## config.mk

```make
export PLATFORM = sky130hd
export DESIGN_NAME = thermal_camera_frame_deframer
export DESIGN_NICKNAME = d
export VERILOG_FILES = /design/src/design/tcfd_pkg.sv /design/src/design/thermal_camera_frame_deframer.sv /design/src/design/tcfd_front.sv /design/src/design/tcfd_back.sv
export SDC_FILE = /design/constraint.sdc
export NUM_CORES = 1
export LEC_CHECK = 0
export BUFFER_PORTS_ARGS = -buffer_cell sky130_fd_sc_hd__buf_2
export CORE_UTILIZATION = 35
export DETAILED_ROUTE_END_ITERATION = 10
export SLEW_MARGIN = 25
export SYNTH_ARGS = -nofsm -noshare
export SYNTH_HDL_FRONTEND = slang
export SYNTH_SLANG_ARGS = --single-unit
```

## constraint.sdc

```tcl
create_clock -name clk -period 14.1 [get_ports clk]
set_clock_uncertainty 0.2 [all_clocks]
set_input_delay 0 -clock clk [delete_from_list [all_inputs] [get_ports clk]]
set_output_delay 0 -clock clk [all_outputs]
set_load 0.05 [all_outputs]
```

## src/design/tcfd_pkg.sv

```systemverilog
// ----------------------------------------------------------------------------
// tcfd_pkg
// Shared types and constants for the thermal camera frame deframer.
// ----------------------------------------------------------------------------
package tcfd_pkg;

  // Result kinds
  localparam logic [1:0] KIND_PIXEL  = 2'd0;
  localparam logic [1:0] KIND_JPEG   = 2'd1;
  localparam logic [1:0] KIND_STATUS = 2'd2;
  localparam logic [1:0] KIND_END    = 2'd3;

  // Register indexes
  localparam int unsigned REG_MAGIC = 0;

  // Job handed from the front end to the back end: up to two results
  typedef struct packed {
    logic        has_data;
    logic [1:0]  kind;
    logic [15:0] value;
    logic [6:0]  row;
    logic [7:0]  col;
    logic        has_end;
    logic [31:0] seq;
  } job_t;

  // One result item
  typedef struct packed {
    logic [1:0]  kind;
    logic [15:0] value;
    logic [6:0]  row;
    logic [7:0]  col;
    logic [31:0] seq;
    logic        last;
  } res_t;

endpackage

```

## src/design/thermal_camera_frame_deframer.sv

```systemverilog
// ----------------------------------------------------------------------------
// thermal_camera_frame_deframer
// Finds frames in a camera byte stream and emits pixels, JPEG, status bytes
// and end markers.
// ----------------------------------------------------------------------------
// Channel | Direction | Payload
// in_     | slave     | tdata[7:0] stream_byte
// out_    | master    | tdata[62:0] value,pixel_row,pixel_col,frame_seq; tuser kind;
//         |           | tlast last_of_run
// cfg_    | APB       | reg 0 magic_word at 0x0
// One byte per cycle enters while the job queue has room; a byte yielding pixel plus
// end marker gives two results, issued in turn through the single result port of the back end.
// Reset clears all control state and the magic word; the input stalls while
// three or more of the four job queue entries are taken, which keeps a slot
// for the job held in the front register.
module thermal_camera_frame_deframer #(
  parameter int IMG_WIDTH      = 160,
  parameter int IMG_HEIGHT     = 120,
  parameter int ROW_WORDS      = 164,
  parameter int HEADER_BYTES   = 28
) (
  input  logic        clk,
  input  logic        rst_n,
  input  logic        in_tvalid,
  output logic        in_tready,
  input  logic [7:0]  in_tdata,   // stream_byte
  output logic        out_tvalid,
  input  logic        out_tready,
  output logic [63:0] out_tdata,  // value, pixel_row, pixel_col, frame_seq, zero
  output logic [1:0]  out_tuser,  // kind
  output logic        out_tlast,  // last_of_run
  input  logic        cfg_psel,
  input  logic        cfg_penable,
  input  logic        cfg_pwrite,
  input  logic [1:0]  cfg_paddr,
  input  logic [31:0] cfg_pwdata,
  output logic [31:0] cfg_prdata,
  output logic        cfg_pready
);

  logic [31:0] magic_r;
  logic        job_valid, q_room;
  tcfd_pkg::job_t job;
  tcfd_pkg::res_t res;

  // Config register
  assign cfg_pready = 1'b1;
  assign cfg_prdata = (cfg_paddr[1:0] == 2'(tcfd_pkg::REG_MAGIC)) ? magic_r : 32'd0;
  always_ff @(posedge clk) begin
    if (!rst_n) magic_r <= '0;
    else if (cfg_psel && cfg_penable && cfg_pwrite &&
             cfg_paddr == 2'(tcfd_pkg::REG_MAGIC)) magic_r <= cfg_pwdata;
  end

  assign in_tready = q_room;

  tcfd_front #(.IMG_WIDTH(IMG_WIDTH), .IMG_HEIGHT(IMG_HEIGHT),
               .ROW_WORDS(ROW_WORDS), .HEADER_BYTES(HEADER_BYTES)) u_front (
    .clk, .rst_n, .byte_valid(in_tvalid && in_tready), .byte_data(in_tdata),
    .magic(magic_r), .job_valid, .job);

  tcfd_back u_back (
    .clk, .rst_n, .job_valid, .job, .q_room,
    .res_valid(out_tvalid), .res_ready(out_tready), .res);

  assign out_tdata = {1'b0, res.seq, res.col, res.row, res.value};
  assign out_tuser = res.kind;
  assign out_tlast = res.last;

endmodule

```

## src/design/tcfd_front.sv

```systemverilog
// ----------------------------------------------------------------------------
// tcfd_front
// Hunts for the magic word, parses the header and classifies body bytes into
// jobs of up to two results.
// ----------------------------------------------------------------------------
module tcfd_front #(
  parameter int IMG_WIDTH      = 160,
  parameter int IMG_HEIGHT     = 120,
  parameter int ROW_WORDS      = 164,
  parameter int HEADER_BYTES   = 28
) (
  input  logic                clk,
  input  logic                rst_n,
  input  logic                byte_valid,
  input  logic [7:0]          byte_data,
  input  logic [31:0]         magic,
  output logic                job_valid,
  output tcfd_pkg::job_t      job
);

  localparam int HALF = IMG_WIDTH / 2;
  localparam int WCW  = $clog2(ROW_WORDS + 1);
  localparam int RCW  = $clog2(IMG_HEIGHT + 1);

  typedef enum logic [1:0] {PH_HUNT, PH_HEAD, PH_BODY} phase_t;

  phase_t      phase_r, phase_nxt;
  logic [31:0] win_r, win_nxt;
  logic [31:0] pos_r, pos_nxt;
  logic [31:0] tot_r, tot_nxt, thl_r, thl_nxt, jpl_r, jpl_nxt, stl_r, stl_nxt;
  // precomputed segment ends; a wrapped status end is never reached because
  // the JPEG end then lies beyond every frame position
  logic [32:0] jend_r, jend_nxt, send_r, send_nxt;
  logic [7:0]  low_r, low_nxt;
  logic [RCW-1:0] row_r, row_nxt;
  logic [WCW-1:0] wc_r, wc_nxt;
  logic [31:0] seq_r, seq_nxt;
  logic        jv_nxt;
  tcfd_pkg::job_t job_nxt;

  always_comb begin
    logic [31:0] sh;
    logic [31:0] pt;
    phase_nxt = phase_r; win_nxt = win_r; pos_nxt = pos_r;
    tot_nxt = tot_r; thl_nxt = thl_r; jpl_nxt = jpl_r; stl_nxt = stl_r;
    low_nxt = low_r; row_nxt = row_r; wc_nxt = wc_r; seq_nxt = seq_r;
    jv_nxt = 1'b0;
    job_nxt = '0;
    job_nxt.seq = seq_r;
    sh = {24'd0, byte_data} << {pos_r[1:0], 3'b000};
    pt = pos_r - 32'd4;
    if (byte_valid) begin
      unique case (phase_r)
        PH_HEAD: begin
          if (pos_r >= 32'd8 && pos_r < 32'd24) begin
            unique case (pos_r[3:2])
              2'd2:    tot_nxt = tot_r | sh;
              2'd3:    thl_nxt = thl_r | sh;
              2'd0:    jpl_nxt = jpl_r | sh;
              default: stl_nxt = stl_r | sh;
            endcase
          end
          pos_nxt = pos_r + 32'd1;
          if (pos_nxt >= 32'(HEADER_BYTES)) begin
            if (tot_r == 32'd0 && !(pos_r >= 32'd8 && pos_r < 32'd12)) begin
              job_nxt.has_end = 1'b1; jv_nxt = 1'b1;
            end else if (tot_nxt == 32'd0) begin
              job_nxt.has_end = 1'b1; jv_nxt = 1'b1;
            end
            if (jv_nxt) begin
              seq_nxt = seq_r + 32'd1; phase_nxt = PH_HUNT;
              pos_nxt = '0; win_nxt = '0;
            end else begin
              phase_nxt = PH_BODY; pos_nxt = '0;
              low_nxt = '0; row_nxt = '0; wc_nxt = '0;
            end
          end
        end
        PH_BODY: begin
          if (pos_r < thl_r) begin
            if (pos_r >= 32'd4) begin
              if (!pt[0]) low_nxt = byte_data;
              else begin
                if (32'(row_r) < IMG_HEIGHT) begin
                  job_nxt.kind  = tcfd_pkg::KIND_PIXEL;
                  job_nxt.value = {byte_data, low_r};
                  job_nxt.row   = 7'(row_r);
                  if (32'(wc_r) < HALF) begin
                    job_nxt.has_data = 1'b1; job_nxt.col = 8'(wc_r);
                  end else if (32'(wc_r) >= HALF + 2 && 32'(wc_r) < IMG_WIDTH + 2) begin
                    job_nxt.has_data = 1'b1; job_nxt.col = 8'(wc_r - WCW'(2));
                  end
                end
                if (32'(wc_r) + 1 >= ROW_WORDS) begin
                  wc_nxt = '0;
                  if (32'(row_r) < IMG_HEIGHT) row_nxt = row_r + RCW'(1);
                end else wc_nxt = wc_r + WCW'(1);
              end
            end
          end else if ({1'b0, pos_r} < jend_r) begin
            job_nxt.has_data = 1'b1; job_nxt.kind = tcfd_pkg::KIND_JPEG;
            job_nxt.value = {8'd0, byte_data};
          end else if ({1'b0, pos_r} < send_r) begin
            job_nxt.has_data = 1'b1; job_nxt.kind = tcfd_pkg::KIND_STATUS;
            job_nxt.value = {8'd0, byte_data};
          end
          if (pos_r == tot_r - 32'd1) begin
            job_nxt.has_end = 1'b1;
            seq_nxt = seq_r + 32'd1; phase_nxt = PH_HUNT;
            pos_nxt = '0; win_nxt = '0;
          end else pos_nxt = pos_r + 32'd1;
          jv_nxt = job_nxt.has_data | job_nxt.has_end;
        end
        default: begin
          win_nxt = {byte_data, win_r[31:8]};
          if (pos_r < 32'd4) pos_nxt = pos_r + 32'd1;
          if (pos_nxt >= 32'd4 && win_nxt == magic) begin
            phase_nxt = PH_HEAD; pos_nxt = 32'd4;
            tot_nxt = '0; thl_nxt = '0; jpl_nxt = '0; stl_nxt = '0;
          end
        end
      endcase
    end
    // segment ends follow the lengths as they will be after this edge
    jend_nxt = {1'b0, thl_nxt} + {1'b0, jpl_nxt};
    send_nxt = jend_nxt + {1'b0, stl_nxt};
  end

  // State and job register
  always_ff @(posedge clk) begin
    if (!rst_n) begin
      phase_r <= PH_HUNT; win_r <= '0; pos_r <= '0;
      tot_r <= '0; thl_r <= '0; jpl_r <= '0; stl_r <= '0;
      jend_r <= '0; send_r <= '0;
      low_r <= '0; row_r <= '0; wc_r <= '0; seq_r <= '0;
      job_valid <= 1'b0;
    end else begin
      phase_r <= phase_nxt; win_r <= win_nxt; pos_r <= pos_nxt;
      tot_r <= tot_nxt; thl_r <= thl_nxt; jpl_r <= jpl_nxt; stl_r <= stl_nxt;
      jend_r <= jend_nxt; send_r <= send_nxt;
      low_r <= low_nxt; row_r <= row_nxt; wc_r <= wc_nxt; seq_r <= seq_nxt;
      job_valid <= jv_nxt;
    end
  end

  always_ff @(posedge clk) job <= job_nxt;

  // A job always carries at least one result
  a_job_nonempty: assert property (@(posedge clk) disable iff (!rst_n)
    job_valid |-> (job.has_data || job.has_end)) else $error("empty job");
  // Frame count moves only with an end marker
  a_seq_end: assert property (@(posedge clk) disable iff (!rst_n)
    (seq_r != $past(seq_r)) |-> (job_valid && job.has_end)) else $error("seq");
  // Row counter saturates at the image height
  a_row_sat: assert property (@(posedge clk) disable iff (!rst_n)
    32'(row_r) <= IMG_HEIGHT) else $error("row overflow");

endmodule

```

## src/design/tcfd_back.sv

```systemverilog
// ----------------------------------------------------------------------------
// tcfd_back
// Job queue plus expander that issues the one or two results of each job.
// ----------------------------------------------------------------------------
module tcfd_back (
  input  logic                clk,
  input  logic                rst_n,
  input  logic                job_valid,
  input  tcfd_pkg::job_t      job,
  output logic                q_room,
  output logic                res_valid,
  input  logic                res_ready,
  output tcfd_pkg::res_t      res
);

  localparam int DEPTH = 4;

  tcfd_pkg::job_t mem [DEPTH];
  logic [1:0] wp_r, rp_r;
  logic [2:0] cnt_r;
  logic       half_r; // data part of head job already sent
  logic       pop;
  tcfd_pkg::job_t head;

  assign head = mem[rp_r];
  // room for the job in flight in the front register plus one new
  assign q_room = (cnt_r <= 3'(DEPTH - 2));
  assign res_valid = (cnt_r != 3'd0);

  // Current result from head job
  always_comb begin
    res = '0;
    res.seq = head.seq;
    if (head.has_data && !half_r) begin
      res.kind = head.kind; res.value = head.value;
      res.row = head.row; res.col = head.col;
      res.last = !head.has_end;
    end else begin
      res.kind = tcfd_pkg::KIND_END; res.last = 1'b1;
    end
  end
  assign pop = res_valid && res_ready && res.last;

  always_ff @(posedge clk) begin
    if (job_valid) mem[wp_r] <= job;
  end

  always_ff @(posedge clk) begin
    if (!rst_n) begin
      wp_r <= '0; rp_r <= '0; cnt_r <= '0; half_r <= 1'b0;
    end else begin
      if (job_valid) wp_r <= wp_r + 2'd1;
      if (pop) rp_r <= rp_r + 2'd1;
      cnt_r <= cnt_r + 3'(job_valid) - 3'(pop);
      if (res_valid && res_ready) half_r <= !res.last;
    end
  end

  a_no_overflow: assert property (@(posedge clk) disable iff (!rst_n)
    !(job_valid && !pop && cnt_r == 3'(DEPTH))) else $error("queue overflow");
  a_half_dual: assert property (@(posedge clk) disable iff (!rst_n)
    half_r |-> (res_valid && head.has_end)) else $error("half state");
  a_cnt: assert property (@(posedge clk) disable iff (!rst_n)
    cnt_r <= 3'(DEPTH)) else $error("count");

endmodule

```

======== After elaboration in Yosys (flattened, before gate mapping) ========
Memories as Yosys holds them, arrays and structs flattened. A register that Yosys moved wholly into a read port is not among the register bits.
Cells that the tools add are included.
operators by class
  bitwise gates (word level) .............. 6
  mux-type cells .......................... 92
  eq/ne operators ......................... 16
  shifts and indexed selects .............. 1
  add/subtract/negate cells ............... 14
  reduce and logical (&&, ||, !) cells .... 36
  order comparisons ....................... 16
operators by type and width
  operator               number
  $mux 32                30
  $pmux 32 s2            7
  $or 32x32->32          4
  $mux 34                3
  $mux 19                5
  $mux 8                 11
  $lt 32x33->1           2
  $add 32x1->32 const B  2
  $eq 32x32->1           2
  $ge 32x3->1 const B    2
  $logic_not 32->1       2
  $mux 7                 7
  $add 32x32->33         1
  $add 33x32->33         1
  $ge 32x4->1 const B    1
  $ge 32x5->1 const B    1
  $ge 32x8->1 const B    1
  $lt 32x3->1 const B    1
  $lt 32x32->1           1
  $lt 32x4->1 const B    1
  $lt 32x5->1 const B    1
  $pmux 8 s2             2
  $shl 8x5->32           1
  $sub 32x1->32 const B  1
  other kinds (39)       91
word-level totals
  bits in writable memories ............... 268
  bits of input ports ..................... 49
  memories kept ........................... 1
  bits in registers ....................... 423
  logic and storage cells ................. 208
  output and inout port bits .............. 102
memory list
  memory      words  bits a word  read ports  clocked after Yosys merged registers in  wr ports  line             RTL
  u_back.mem  4      67           1           1                                        1         tcfd_back.sv:18  tcfd_pkg::job_t mem [DEPTH];

======== Depth between registers and ports, before layout ========
  word-level depth ........................ 15
  gate-level depth with buffers ........... 34

======== Cells and area by module ========
From an unflattened synthesis, not the netlist that was laid out.
unflattened totals
  cells, all modules ...................... 3297
  area, all modules ....................... 34483.1 um2
by module, submodules not included
  module                         cells an instance  area an instance (um2)  times used  seq. area each (um2)
  tcfd_front                     2672               22486.6                 1           7507.2
  tcfd_back                      444                10430.0                 1           8247.9
  thermal_camera_frame_deframer  181                1566.5                  1           640.6

======== Least setup slack after synthesis ========
Ideal clock, no wire load.
  path kind ............................... flip-flop to flip-flop
  start ................................... register u_front.pos_r[7]
  end ..................................... register u_front.send_r[31]
  period minus slack after synthesis ...... 7.567 ns
  arrival ................................. 7.233 ns
  cell stages (with the launch flop) ...... 32
  setup time .............................. 0.134 ns
  setup slack ............................. 6.533 ns
  path buffers ............................ 4
  cell sequence ........................... dfxtp_1 -> clkbuf_1 -> or4_1 -> or4_1 -> or3_1 -> clkbuf_1 -> o21ai_1 -> nor2_1 -> o21ai_1 -> clkbuf_1 -> buf_2 -> nand2_1 -> o21ai_0 -> ha_1 -> o21ai_0 -> a211oi_1 -> a211oi_1 -> o21ai_0 -> nand2_1 -> nand2b_1 -> a21oi_1 -> xnor2_1 -> ha_1 -> and3_1 -> a221o_1 -> a21oi_1 -> nor2_1 -> a211oi_1 -> o21a_1 -> o21ai_0 -> mux2i_1 -> or4_1
between the ends
  longest elaborated chain between the ends .. 11
RTL lines
  item                                                 line               RTL
  from (decl)                                          tcfd_front.sv:29   logic [31:0] pos_r, pos_nxt;
  from (signal assigned)                               tcfd_front.sv:138  phase_r <= phase_nxt; win_r <= win_nxt; pos_r <= pos_nxt;
  $add 32x1->32 / $lt 32x3->1 (equally long branches)  tcfd_front.sv:116  if (pos_r < 32'd4) pos_nxt = pos_r + 32'd1;
  $mux 32                                              tcfd_front.sv:116
  $mux 32                                              tcfd_front.sv:53   unique case (phase_r)
  $mux 32                                              tcfd_front.sv:52   if (byte_valid) begin
  $ge 32x3->1                                          tcfd_front.sv:117  if (pos_nxt >= 32'd4 && win_nxt == magic) begin
  $logic_and 1x1->1                                    tcfd_front.sv:117
  $mux 32                                              tcfd_front.sv:117
  $pmux 32 s2 *                                        tcfd_front.sv:53
  $mux 32 *                                            tcfd_front.sv:52
  via u_front.thl_nxt[5]                               tcfd_front.sv:30   logic [31:0] tot_r, tot_nxt, thl_r, thl_nxt, jpl_r, jpl_nxt, stl_r, stl_nxt;
  $add 32x32->33 *                                     tcfd_front.sv:125  jend_nxt = {1'b0, thl_nxt} + {1'b0, jpl_nxt};
  via u_front.jend_nxt[13]                             tcfd_front.sv:33   logic [32:0] jend_r, jend_nxt, send_r, send_nxt;
  $add 33x32->33 *                                     tcfd_front.sv:126  send_nxt = jend_nxt + {1'b0, stl_nxt};
  to (signal assigned)                                 tcfd_front.sv:140  jend_r <= jend_nxt; send_r <= send_nxt;
  to (decl)                                            tcfd_front.sv:33
The timed path passes the listed nets; every way through them passes the cells marked *. The select of a mux whose other input is x is not followed.
A chain may end at the register's enable or synchronous reset.

======== Worst setup path in the final report ========
  start ................................... register u_front.pos_r[25]
  end ..................................... register u_front.send_r[31]
between the ends
  longest elaborated chain between the ends .. 11
RTL lines
  item                                                 line
  $add 32x1->32 / $lt 32x3->1 (equally long branches)  tcfd_front.sv:116
  $mux 32                                              tcfd_front.sv:116
  $mux 32                                              tcfd_front.sv:53
  $mux 32                                              tcfd_front.sv:52
  $ge 32x3->1                                          tcfd_front.sv:117
  $logic_and 1x1->1                                    tcfd_front.sv:117
  $mux 32                                              tcfd_front.sv:117
  $pmux 32 s2 *                                        tcfd_front.sv:53
  $mux 32 *                                            tcfd_front.sv:52
  via u_front.jpl_nxt[1]                               tcfd_front.sv:30
  $add 32x32->33 *                                     tcfd_front.sv:125
  via u_front.jend_nxt[13]                             tcfd_front.sv:33
  $add 33x32->33 *                                     tcfd_front.sv:126
Marks and branches as above.

==> impl_metrics.json <==
{
  "cp.arrival_ns": 9.83,
  "async_flop_share_pct": 0,
  "fin_crit_sh_pct": 67.56,
  "synth_top_area_share_pct": 25.15,
  "htreeDepth": 3,
  "synth_compound_area_share_pct": 11.94,
  "fin_ws_ns": 4.575,
  "final_nets": 3729,
  "synth.area.top_cells": "dfxtp_1 (25%), edfxtp_1 (24%), ha_1 (6.7%)",
  "vias": 24840,
  "drive_above_1_share_pct": 11.24,
  "crit_required_ns": 14.40,
  "yosys_register_bits": 685,
  "synthToLayoutAreaGrowth_pct": 17.35,
  "crit_fanout": 86,
  "initial_core_util_pct": 35.46,
  "max_stage_delay_ns": 0.79,
  "tns_ns": 0,
  "holdBufCountCts": 140,
  "finalSetupViolCount": 0,
  "syn_inst": 3286,
  "cts-root-buf": "clkbuf_16",
  "min_path_type": "primary input to register",
  "synth-edff-count": 268,
  "critPathLaunchType": "register",
  "p_per_area_nw_per_um2": 114.1,
  "layout_commonest_cell": "dfxtp_1",
  "tightest_slew_ns": 1.038,
  "rows": 112,
  "hold_start": "out_tready",
  "routed_wl_um": 86620,
  "cts.clk_slew.worst_paths_ns": 0.06,
  "cts_tree": "yes",
  "synth_ff_type": "dfxtp_1",
  "r2r_slack_ns": 4.57,
  "wl_per_cell_um": 17.99,
  "slowest_stage": "buf_4",
  "yosys_warnings": 0,
  "io_buffers": 148,
  "design.die.area_um2": 96080,
  "synthSimpleGateAreaFrac_pct": 18.12,
  "antenna_found_initial": 0,
  "synth_area_um2": 33200,
  "grt_pass1_wl_um": 134600,
  "hold_path_depth": 5,
  "io_pins": 151,
  "grt_pass1_vias": 23880,
  "die_height_um": 310.0,
  "core_region_area_um2": 93610,
  "drtIter0Drc": 1864,
  "ir_worst_vdd_uv": 72.86,
  "fmax_ghz": 0.1050,
  "first_pass_iters": 7,
  "leakage_nw": 14.99,
  "hold_viol": 0,
  "maxSlewViolCount": 0,
  "cts_setup_buffers": 0,
  "ant_nets": 0,
  "cts_resized": 0,
  "min_period_ns": 9.525,
  "grt_max_degree": 103,
  "r2r_cells": 29,
  "rr_startpoint": "u_front.pos_r[25]",
  "synth_mux_area_share_pct": 5.612,
  "synth_cell_types": 88,
  "route.detailed.drc": 0,
  "synth_xor_area_share_pct": 4.274,
  "gr-total-overflow": 0,
  "syn_nets": 3515,
  "worstSetupPathType": "register to register",
  "slew_headroom_pct": 30.78,
  "maxCapViolations": 0,
  "via_per_inst": 5.160,
  "r2r-end": "u_front.send_r[31]",
  "avgSynthCellArea_um2": 10.10,
  "die_w_um": 310.0,
  "insertion_delay_ns": 0.64,
  "grt_usage_pct": 17.69,
  "dp_slack_ns": 4.678,
  "synthAdderAreaFrac_pct": 6.852,
  "place_congestion": 0.8953,
  "synth_top_family_by_area": "simple AND/OR/NAND/NOR gates",
  "final_cell_mix": "dfxtp_1 (415), nand2_1 (360), edfxtp_1 (268)",
  "yosys.area.top_type": "dfxtp_1",
  "rsz0062_at_grt": "no",
  "hpwlAfterDp_um": 56970,
  "ys_seq_area_share_pct": 49.39,
  "holdPathEnd": "u_back.half_r",
  "clock-sinks": 685,
  "cp-end-kind": "register",
  "status": "completed",
  "numCtsBuffers": 72,
  "cts_buffer_depth": 3
}
==> logic make-up (layout without fill, tap and decap cells) <==
family	after synthesis	in the layout
and+or+nand+nor	1196	1196
DFF	685	685
AOI/OAI and AO/OA	634	634
buffers and inverters	325	598
adders and majority gates	180	180
xor gates and xnor gates	162	162
muxes	102	102
other	2	3
==> per-layer routing <==
metal | share of wire (%) | track usage [%] | vias to the layer above
met1 | 46 | 23.54 | 11840
met4 | 3.5 | 7.389 | 0
met2 | 47 | 28.95 | 614
met3 | 4.2 | 2.261 | 182
met5 | 0 | 0 | -
li1 | - | - | 12200
==> worst max-delay path by stage <==
stage | start | endpoint | slack (ns)
floorplan | u_front.pos_r[7] | u_front.send_r[31] | 6.53
global route | u_front.pos_r[25] | u_front.send_r[32] | 3.88
finish | u_front.pos_r[25] | u_front.send_r[31] | 4.57
global placement | u_front.pos_r[25] | u_front.send_r[31] | 4.86
CTS | u_front.pos_r[25] | u_front.send_r[31] | 4.63
detailed placement | u_front.pos_r[25] | u_front.send_r[31] | 4.68
==> layout make-up <==
type	count	area, um2
timing repair buffer	322	2400
inverter	143	539.3
antenna	1	2.502
tap	1254	1569
clock buffer	99	1972
sequential	685	16400
fill	8982	54650
clock inverter	34	457.9
multi-input combinational	2276	15610
==> synthesized netlist by cell type (all sizes together) (8+ instances only) <==
| library cell | n |
|---|---|
| dfxtp | 417 |
| nand2 | 361 |
| edfxtp | 268 |
| and2 | 208 |
| nor2 | 208 |
| o21ai | 183 |
| ha | 177 |
| a21oi | 175 |
| clkbuf | 150 |
| inv | 143 |
| nand3 | 97 |
| xor2 | 89 |
| xnor2 | 73 |
| mux4 | 67 |
| a31oi | 62 |
| nand4 | 58 |
| nor2b | 45 |
| nor3 | 44 |
| a21o | 36 |
| nand2b | 33 |
| buf | 32 |
| mux2i | 32 |
| nor4 | 32 |
| and3 | 28 |
| o31ai | 21 |
| or3 | 21 |
| o21a | 18 |
| or4 | 17 |
| a211oi | 15 |
| o211ai | 15 |
| and4 | 13 |
| a22o | 8 |
| o21bai | 8 |
==> stage by stage <==
stage | util [%] | cell area [um2] | hold WS, ns | total power, W | cells
finish | 41.61 | 38950 | 0.05327 | 0.004445 | 4814
detailed placement | 37.51 | 35120 | 0.04791 | 0.002521 | 4540
global route | 41.61 | 38950 | 0.1064 | 0.004609 | 4813
global placement | 37.51 | 35110 | 0.04431 | 0.002520 | 4540
CTS | 41.61 | 38950 | 0.02120 | 0.004491 | 4813
floorplan | - | 33200 | -0.06403 | 0.002406 | 3286
==> state kept, by name (all words and copies together), names as in the netlist, 2 cells and up, named ones only <==
| name | cells |
|---|---|
| u_back.mem | 268 |
| u_front.job | 67 |
| u_front.jend_r | 33 |
| u_front.send_r | 33 |
| magic_r | 32 |
| u_front.jpl_r | 32 |
| u_front.pos_r | 32 |
| u_front.seq_r | 32 |
| u_front.stl_r | 32 |
| u_front.thl_r | 32 |
| u_front.tot_r | 32 |
| u_front.win_r | 24 |
| u_front.low_r | 8 |
| u_front.wc_r | 8 |
| u_front.row_r | 7 |
| u_back.cnt_r | 3 |
| u_back.rp_r | 2 |
| u_back.wp_r | 2 |
| u_front.phase_r | 2 |
==> worst max-delay path, delay by kind of cell (launching register included) <==
kind / cells / cell delay, ns
buf+inv: 1 / 0.79
mux: 1 / 0.13
simple gates: 11 / 3.11
xor+xnor: 1 / 0.16
flops: 1 / 0.45
compound gates: 13 / 3.86
fa+ha+maj: 2 / 0.63
==> power breakdown <==
group	switching [W]	internal, W
sequential	0.0000447	0.00206
clock	0.000796	0.00116
combinational	0.000243	0.000144
total	0.00108	0.00336
Note: power is estimated with default switching activity, not from simulation.
